<file path="src/hw/rtl/jsu_pkg.sv">
// shared codes, types and lookup functions for the json string unescaper
package jsu_pkg;

  localparam logic [1:0] MODE_IDLE = 2'd0;
  localparam logic [1:0] MODE_TEXT = 2'd1;
  localparam logic [1:0] MODE_ESC  = 2'd2;
  localparam logic [1:0] MODE_HEX  = 2'd3;

  localparam logic [1:0] KIND_DATA       = 2'd0;
  localparam logic [1:0] KIND_END        = 2'd1;
  localparam logic [1:0] KIND_NOT_STRING = 2'd2;

  localparam logic [7:0] CHAR_QUOTE     = 8'h22;
  localparam logic [7:0] CHAR_BACKSLASH = 8'h5c;
  localparam logic [7:0] CHAR_SLASH     = 8'h2f;
  localparam logic [7:0] CHAR_U         = 8'h75;
  localparam logic [7:0] CHAR_B         = 8'h62;
  localparam logic [7:0] CHAR_F         = 8'h66;
  localparam logic [7:0] CHAR_N         = 8'h6e;
  localparam logic [7:0] CHAR_R         = 8'h72;
  localparam logic [7:0] CHAR_T         = 8'h74;

  localparam logic [1:0] HEX_LAST = 2'd3;

  typedef struct packed {
    logic [1:0]      cnt;
    logic [1:0]      kind;
    logic [2:0][7:0] bytes;
  } grp_t;

  typedef struct packed {
    logic       known;
    logic [7:0] value;
  } esc_t;

  function automatic logic [3:0] hex_value(input logic [7:0] c);
    logic [3:0] v;
    v = 4'd0;
    if (c >= 8'h30 && c <= 8'h39) v = c[3:0];
    else if ((c >= 8'h61 && c <= 8'h66) || (c >= 8'h41 && c <= 8'h46)) v = c[3:0] + 4'd9;
    return v;
  endfunction

  function automatic esc_t escape_byte(input logic [7:0] c);
    esc_t e;
    e.known = 1'b1;
    e.value = 8'h00;
    unique case (c)
      CHAR_QUOTE:     e.value = CHAR_QUOTE;
      CHAR_BACKSLASH: e.value = CHAR_BACKSLASH;
      CHAR_SLASH:     e.value = CHAR_SLASH;
      CHAR_B:         e.value = 8'h08;
      CHAR_F:         e.value = 8'h0c;
      CHAR_N:         e.value = 8'h0a;
      CHAR_R:         e.value = 8'h0d;
      CHAR_T:         e.value = 8'h09;
      default:        e.known = 1'b0;
    endcase
    return e;
  endfunction

endpackage

</file>
<file path="src/hw/rtl/json_string_unescape.sv">
// json string unescaper top level: input register, decode, result group register
// Takes one byte per cycle when not stalled, starting at the opening quote, and gives the
// unescaped text as utf-8 bytes with a kind code (data, end of string, not a string) and a
// last flag on the final result of each byte. The input register and the result group
// register each hold one item, so a new byte is taken in every cycle while the output keeps
// up. A \u escape yields up to three results from its fourth hex digit, which leave one
// per cycle from the group register while the output keeps up; the input then stalls
// only while a multi-byte group is still draining. A group held by a stalled output
// holds off any byte that gives results. Bytes that give none (opening quote, backslash,
// u, first three hex digits) pass through without waiting on the output.
module json_string_unescape (
  input  logic       clk_i,
  input  logic       rst_ni,
  input  logic       in_valid_i,
  output logic       in_stall_o,
  input  logic [7:0] in_byte_i,
  output logic       out_valid_o,
  input  logic       out_stall_i,
  output logic [1:0] kind_o,
  output logic [7:0] out_byte_o,
  output logic       last_o
);
  import jsu_pkg::*;

  logic       in_valid_q, in_valid_d;
  logic [7:0] in_byte_q;
  logic       in_load;

  grp_t       dec_grp;
  grp_t       grp_q;
  logic       grp_valid_q, grp_valid_d;
  logic [1:0] idx_q, idx_d;
  logic       take, grp_done, grp_free, adv, grp_load;

  jsu_decode u_dec (
    .clk_i  (clk_i),
    .rst_ni (rst_ni),
    .adv_i  (adv),
    .byte_i (in_byte_q),
    .grp_o  (dec_grp)
  );

  assign last_o   = (idx_q == grp_q.cnt - 2'd1);
  assign take     = grp_valid_q && !out_stall_i;
  assign grp_done = take && last_o;
  assign grp_free = !grp_valid_q || grp_done;
  assign adv      = in_valid_q && ((dec_grp.cnt == 2'd0) || grp_free);
  assign grp_load = adv && (dec_grp.cnt != 2'd0);

  assign in_stall_o = in_valid_q && !adv;
  assign in_load    = in_valid_i && !in_stall_o;

  always_comb begin
    in_valid_d = in_valid_q;
    if (in_load) in_valid_d = 1'b1;
    else if (adv) in_valid_d = 1'b0;
  end

  always_comb begin
    grp_valid_d = grp_valid_q;
    idx_d       = idx_q;
    if (grp_load) begin
      grp_valid_d = 1'b1;
      idx_d       = 2'd0;
    end else if (grp_done) begin
      grp_valid_d = 1'b0;
    end else if (take) begin
      idx_d = idx_q + 2'd1;
    end
  end

  always_ff @(posedge clk_i or negedge rst_ni) begin
    if (!rst_ni) begin
      in_valid_q  <= 1'b0;
      grp_valid_q <= 1'b0;
      idx_q       <= 2'd0;
    end else begin
      in_valid_q  <= in_valid_d;
      grp_valid_q <= grp_valid_d;
      idx_q       <= idx_d;
    end
  end

  always_ff @(posedge clk_i) begin
    if (in_load) in_byte_q <= in_byte_i;
    if (grp_load) grp_q <= dec_grp;
  end

  assign out_valid_o = grp_valid_q;
  assign kind_o      = grp_q.kind;

  always_comb begin
    unique case (idx_q)
      2'd0:    out_byte_o = grp_q.bytes[0];
      2'd1:    out_byte_o = grp_q.bytes[1];
      default: out_byte_o = grp_q.bytes[2];
    endcase
  end

`ifndef SYNTHESIS
  a_grp_nonempty: assert property (@(posedge clk_i) disable iff (!rst_ni)
    grp_valid_q |-> (grp_q.cnt != 2'd0 && idx_q < grp_q.cnt))
    else $error("result group empty or index past its count");

  a_marker_single: assert property (@(posedge clk_i) disable iff (!rst_ni)
    (out_valid_o && kind_o != KIND_DATA) |-> (last_o && out_byte_o == 8'h00))
    else $error("end or not-a-string result not a lone zero result");

  a_drain_step: assert property (@(posedge clk_i) disable iff (!rst_ni)
    (out_valid_o && !out_stall_i && !last_o) |=> (out_valid_o && idx_q == $past(idx_q) + 2'd1))
    else $error("multi-byte group did not advance to its next result");
`endif

endmodule

</file>
<file path="src/hw/rtl/jsu_decode.sv">
// string state and per-byte decode into a group of up to three results
module jsu_decode (
  input  logic          clk_i,
  input  logic          rst_ni,
  input  logic          adv_i,
  input  logic [7:0]    byte_i,
  output jsu_pkg::grp_t grp_o
);
  import jsu_pkg::*;

  logic [1:0]  mode_q, mode_d;
  logic [1:0]  hex_q, hex_d;
  logic [15:0] cp_q, cp_d;
  logic [15:0] cp_next;
  esc_t        esc;

  assign cp_next = {cp_q[11:0], hex_value(byte_i)};
  assign esc     = escape_byte(byte_i);

  always_comb begin
    mode_d = mode_q;
    hex_d  = hex_q;
    cp_d   = cp_q;
    grp_o  = '0;
    unique case (mode_q)
      MODE_IDLE: begin
        if (byte_i == CHAR_QUOTE) begin
          mode_d = MODE_TEXT;
        end else begin
          grp_o.cnt  = 2'd1;
          grp_o.kind = KIND_NOT_STRING;
        end
      end
      MODE_TEXT: begin
        if (byte_i == CHAR_QUOTE) begin
          mode_d     = MODE_IDLE;
          grp_o.cnt  = 2'd1;
          grp_o.kind = KIND_END;
        end else if (byte_i == CHAR_BACKSLASH) begin
          mode_d = MODE_ESC;
        end else begin
          grp_o.cnt      = 2'd1;
          grp_o.bytes[0] = byte_i;
        end
      end
      MODE_ESC: begin
        if (byte_i == CHAR_U) begin
          mode_d = MODE_HEX;
          hex_d  = 2'd0;
          cp_d   = 16'd0;
        end else begin
          mode_d = MODE_TEXT;
          if (esc.known) begin
            grp_o.cnt      = 2'd1;
            grp_o.bytes[0] = esc.value;
          end
        end
      end
      MODE_HEX: begin
        cp_d = cp_next;
        if (hex_q != HEX_LAST) begin
          hex_d = hex_q + 2'd1;
        end else begin
          hex_d  = 2'd0;
          mode_d = MODE_TEXT;
          // utf-8 encode, one to three bytes
          if (cp_next[15:7] == 9'd0) begin
            grp_o.cnt      = 2'd1;
            grp_o.bytes[0] = {1'b0, cp_next[6:0]};
          end else if (cp_next[15:11] == 5'd0) begin
            grp_o.cnt      = 2'd2;
            grp_o.bytes[0] = {3'b110, cp_next[10:6]};
            grp_o.bytes[1] = {2'b10, cp_next[5:0]};
          end else begin
            grp_o.cnt      = 2'd3;
            grp_o.bytes[0] = {4'b1110, cp_next[15:12]};
            grp_o.bytes[1] = {2'b10, cp_next[11:6]};
            grp_o.bytes[2] = {2'b10, cp_next[5:0]};
          end
        end
      end
    endcase
  end

  always_ff @(posedge clk_i or negedge rst_ni) begin
    if (!rst_ni) begin
      mode_q <= MODE_IDLE;
      hex_q  <= 2'd0;
      cp_q   <= 16'd0;
    end else if (adv_i) begin
      mode_q <= mode_d;
      hex_q  <= hex_d;
      cp_q   <= cp_d;
    end
  end

endmodule

</file>
<file path="config.mk">
export PLATFORM = sky130hd
export DESIGN_NAME = json_string_unescape
export DESIGN_NICKNAME = d
export VERILOG_FILES = /design/src/hw/rtl/jsu_pkg.sv /design/src/hw/rtl/json_string_unescape.sv /design/src/hw/rtl/jsu_decode.sv
export SDC_FILE = /design/constraint.sdc
export NUM_CORES = 1
export LEC_CHECK = 0
export BUFFER_PORTS_ARGS = -buffer_cell sky130_fd_sc_hd__buf_4
export CAP_MARGIN = 20
export CORE_MARGIN = 2
export CORE_UTILIZATION = 45
export DETAILED_ROUTE_END_ITERATION = 12
export PLACE_DENSITY = 0.64
export SYNTH_ARGS = -nofsm -noshare
export SYNTH_HDL_FRONTEND = slang
export SYNTH_SLANG_ARGS = --single-unit
</file>
<file path="constraint.sdc">
create_clock -name clk_i -period 8.61 [get_ports clk_i]
set_input_delay 0.4305 -clock clk_i [delete_from_list [all_inputs] [get_ports clk_i]]
set_output_delay 0.4305 -clock clk_i [all_outputs]
set_load 0.01 [all_outputs]
</file>
==> results.cfg <==
[floorplan]
initial_utilization_pct = 46.8
fp.dieArea_mm2 = 0.00784
fp.dieW_um = 88.5
die_h_um = 88.5
row_count = 30
ios = 25
coreArea_mm2 = 0.00687

[cts]
cts_max_level = 2
cts_resized = 0
cts_sinks = 54
clockBufferDepth = 2
clk_latency_ps = 310
cts_tree = built
cts_inserted_buffers = 5
clk_pin_slew_ps = 100
cts-root-buf = clkbuf_8

[timing]
finalCritPeriodShare_pct = 42.8
slew_violations = 0
setup_viol = 0
rsz0062_at_grt = false
worst_slew_pin_slew_ps = 946
finClkSkew_ps = 10.2
setup_tns_ps = 0
max_freq_mhz = 271
period_needed_ps = 3690
slew_headroom_pct = 35.3
final_hold_viol_count = 0

[flow_run]
maxCapViolCount = 0

[power]
p_total_mw = 1.21
p_per_area_mw_per_mm2 = 341
p_leak_nw = 1.32
vdd_ir_drop_max_mv = 0.120

[logic_synthesis]
ys_ff_latch = 54
syn_area_mm2 = 0.00322
synthArstFlopShare_pct = 37.0
syn_inst = 318
ys_seq_area_share_pct = 47.3
syn_nets = 343
ys_warn_count = 0
synth_area_per_cell_um2 = 10.1
synth_edf_count = 34
ys.flop_type = edfxtp_1
synthDistinctLibCells = 61

[run_status]
outcome = finished, final reports clean

[final_layout]
layout.area.seq_mm2 = 0.00152
layout.nets = 355
fin_cells = 427
mostFrequentLayoutCells = nand2_1, edfxtp_1, buf_4
fillers = 670
syn_to_final_growth_pct = 9.88
multiInputGateArea_mm2 = 0.00151
drive_above_1_share_pct = 15.7
diodes = 0
final_common_cell = nand2_1

[setup_path]
critPathLaunchType = flip-flop
critical_path_arrival_ps = 3260
cpPeakStageDelay_ps = 550
crit_path_cell_trace = inv_1 > ha_1 > nand4b_1 > o31a_1 > or4_4 > o21a_4 > o21ai_2 > nor2_1 > buf_4
slowest_stage = or4_4
end_kind = output port
path_delay_family = compound AO/OA/AOI/OAI gates
path_max_fanout = 17
worst-setup-path-type = flip-flop to output port
cp.required_ps = 8180
critPathBufInv = 2

[grt]
track_usage_pct = 19.9
grt_max_degree = 22
grt_pass1_wl_um = 11900
antenna_found_initial = 0
grt_pass1_vias = 2378
grt-ovfl-total = 0

[detailed_routing]
wl_per_cell_um = 16.8
drc = 0
dr_total_vias = 2509
finalWirelength_um = 7170
postRouteAntennaNets = 0
first_pass_iters = 5
drt_iter0_markers = 174
viasPerCell = 5.88

[place]
hpwl_um = 5200
dp_cells = 418
numPortBuffers = 24
gp_congestion = 0.940

[hold_path]
hp-class = primary input to flip-flop
power by group:
group,total (mW),switching (mW),internal (mW)
clock,0.148,0.0832,0.0649
sequential,0.460,0.0810,0.379
combinational,0.598,0.365,0.233
total,1.21,0.529,0.677
kinds of logic after synthesis:
kind of cell,after synthesis,share of synthesized area (%)
simple gates,107,16.6
fa+ha+maj,13,5.06
flops,54,47.3
compound gates,95,23.5
xor+xnor,1,0.272
mux,4,1.36
buf+inv,44,5.95
layout make-up:
type / instances / area share [%]
Sequential cell: 54 / 43.1
Multi-Input combinational cell: 220 / 42.6
Clock inverter: 2 / 0.354
Clock buffer: 6 / 2.34
Timing Repair Buffer: 26 / 5.81
Inverter: 23 / 2.44
Tap cell: 96 / 3.40
final timing paths:
kind	from	to	slack, ps	cells past startpoint
min reg2reg	u_dec.hex_q[0]	u_dec.hex_q[0]	520	1
min	in_byte_i[0]	in_byte_q[0]	290	1
max	in_byte_q[1]	in_stall_o	4920	9
max in group asynchronous	rst_ni	u_dec.hex_q[1]	7870	2
max reg2reg	in_byte_q[1]	in_byte_q[0]	5150	8
min in group asynchronous	rst_ni	u_dec.cp_q[1]	520	2
per-stage QoR:
step	setup WS, ps	utilization [%]	area, um2	hold WS (ps)
5_1_grt	4750	51.4	3530	280
2_1_floorplan	4960	-	3220	135
3_5_place_dp	5190	49.9	3430	326
6_report	4920	51.4	3530	289
4_1_cts	4970	51.4	3530	288
3_3_place_gp	4940	49.7	3410	329
cell usage after synthesis (2+ instances only):
library cell  count  area (um2)
nor4b_1           2        17.5
a21boi_0          3        22.5
o21ai_1           2        10.0
clkbuf_1         11        41.3
ha_1             13         163
nor2_1           22        82.6
o21bai_1          2        15.0
a211oi_1          4        30.0
o31ai_1           2        15.0
inv_1            23        86.3
a2111oi_0         2        17.5
buf_4             2        15.0
a32o_1            6        60.1
and2_1            4        25.0
dfrtp_1          20         500
a22oi_1           8        60.1
buf_2             3        15.0
o21ai_0           7        35.0
and3_1            2        12.5
nand3_1          13        65.1
buf_6             2        22.5
a21oi_1          11        55.1
buf_1             3        11.3
nand2b_1          8        50.1
o31ai_2           9         113
o211ai_1         13        97.6
nor3b_1           2        15.0
nand2_1          38         143
a31oi_1           8        50.1
edfxtp_1         34        1020
nor4_1            3        18.8
o21a_1            3        22.5
o221ai_1          2        17.5
mux2_2            3        33.8
nand4_1           2        12.5
metal layers:
metal	global-route usage (%)	wire length (um)	up-vias
li1	-	-	1216
met1	28.5	3400	1217
met3	3.64	366	7
met5	0	0	-
met4	5.65	86	0
met2	31.1	3320	69
flip-flops by register name (all words and copies together), names as in the netlist:
register and flops:
u_dec.hex_q 2, u_dec.cp_q 12, in_valid_q 1, in_byte_q 8, kind_o 2, grp_q 24
idx_q 2, u_dec.mode_q 2, out_valid_o 1
repair_timing:
action / CTS / global route
hold endpoints to repair: 20 / 0
setup buffers: 0 / 0
hold buffers: 1 / 0
Power figures use the tool's default switching activity.
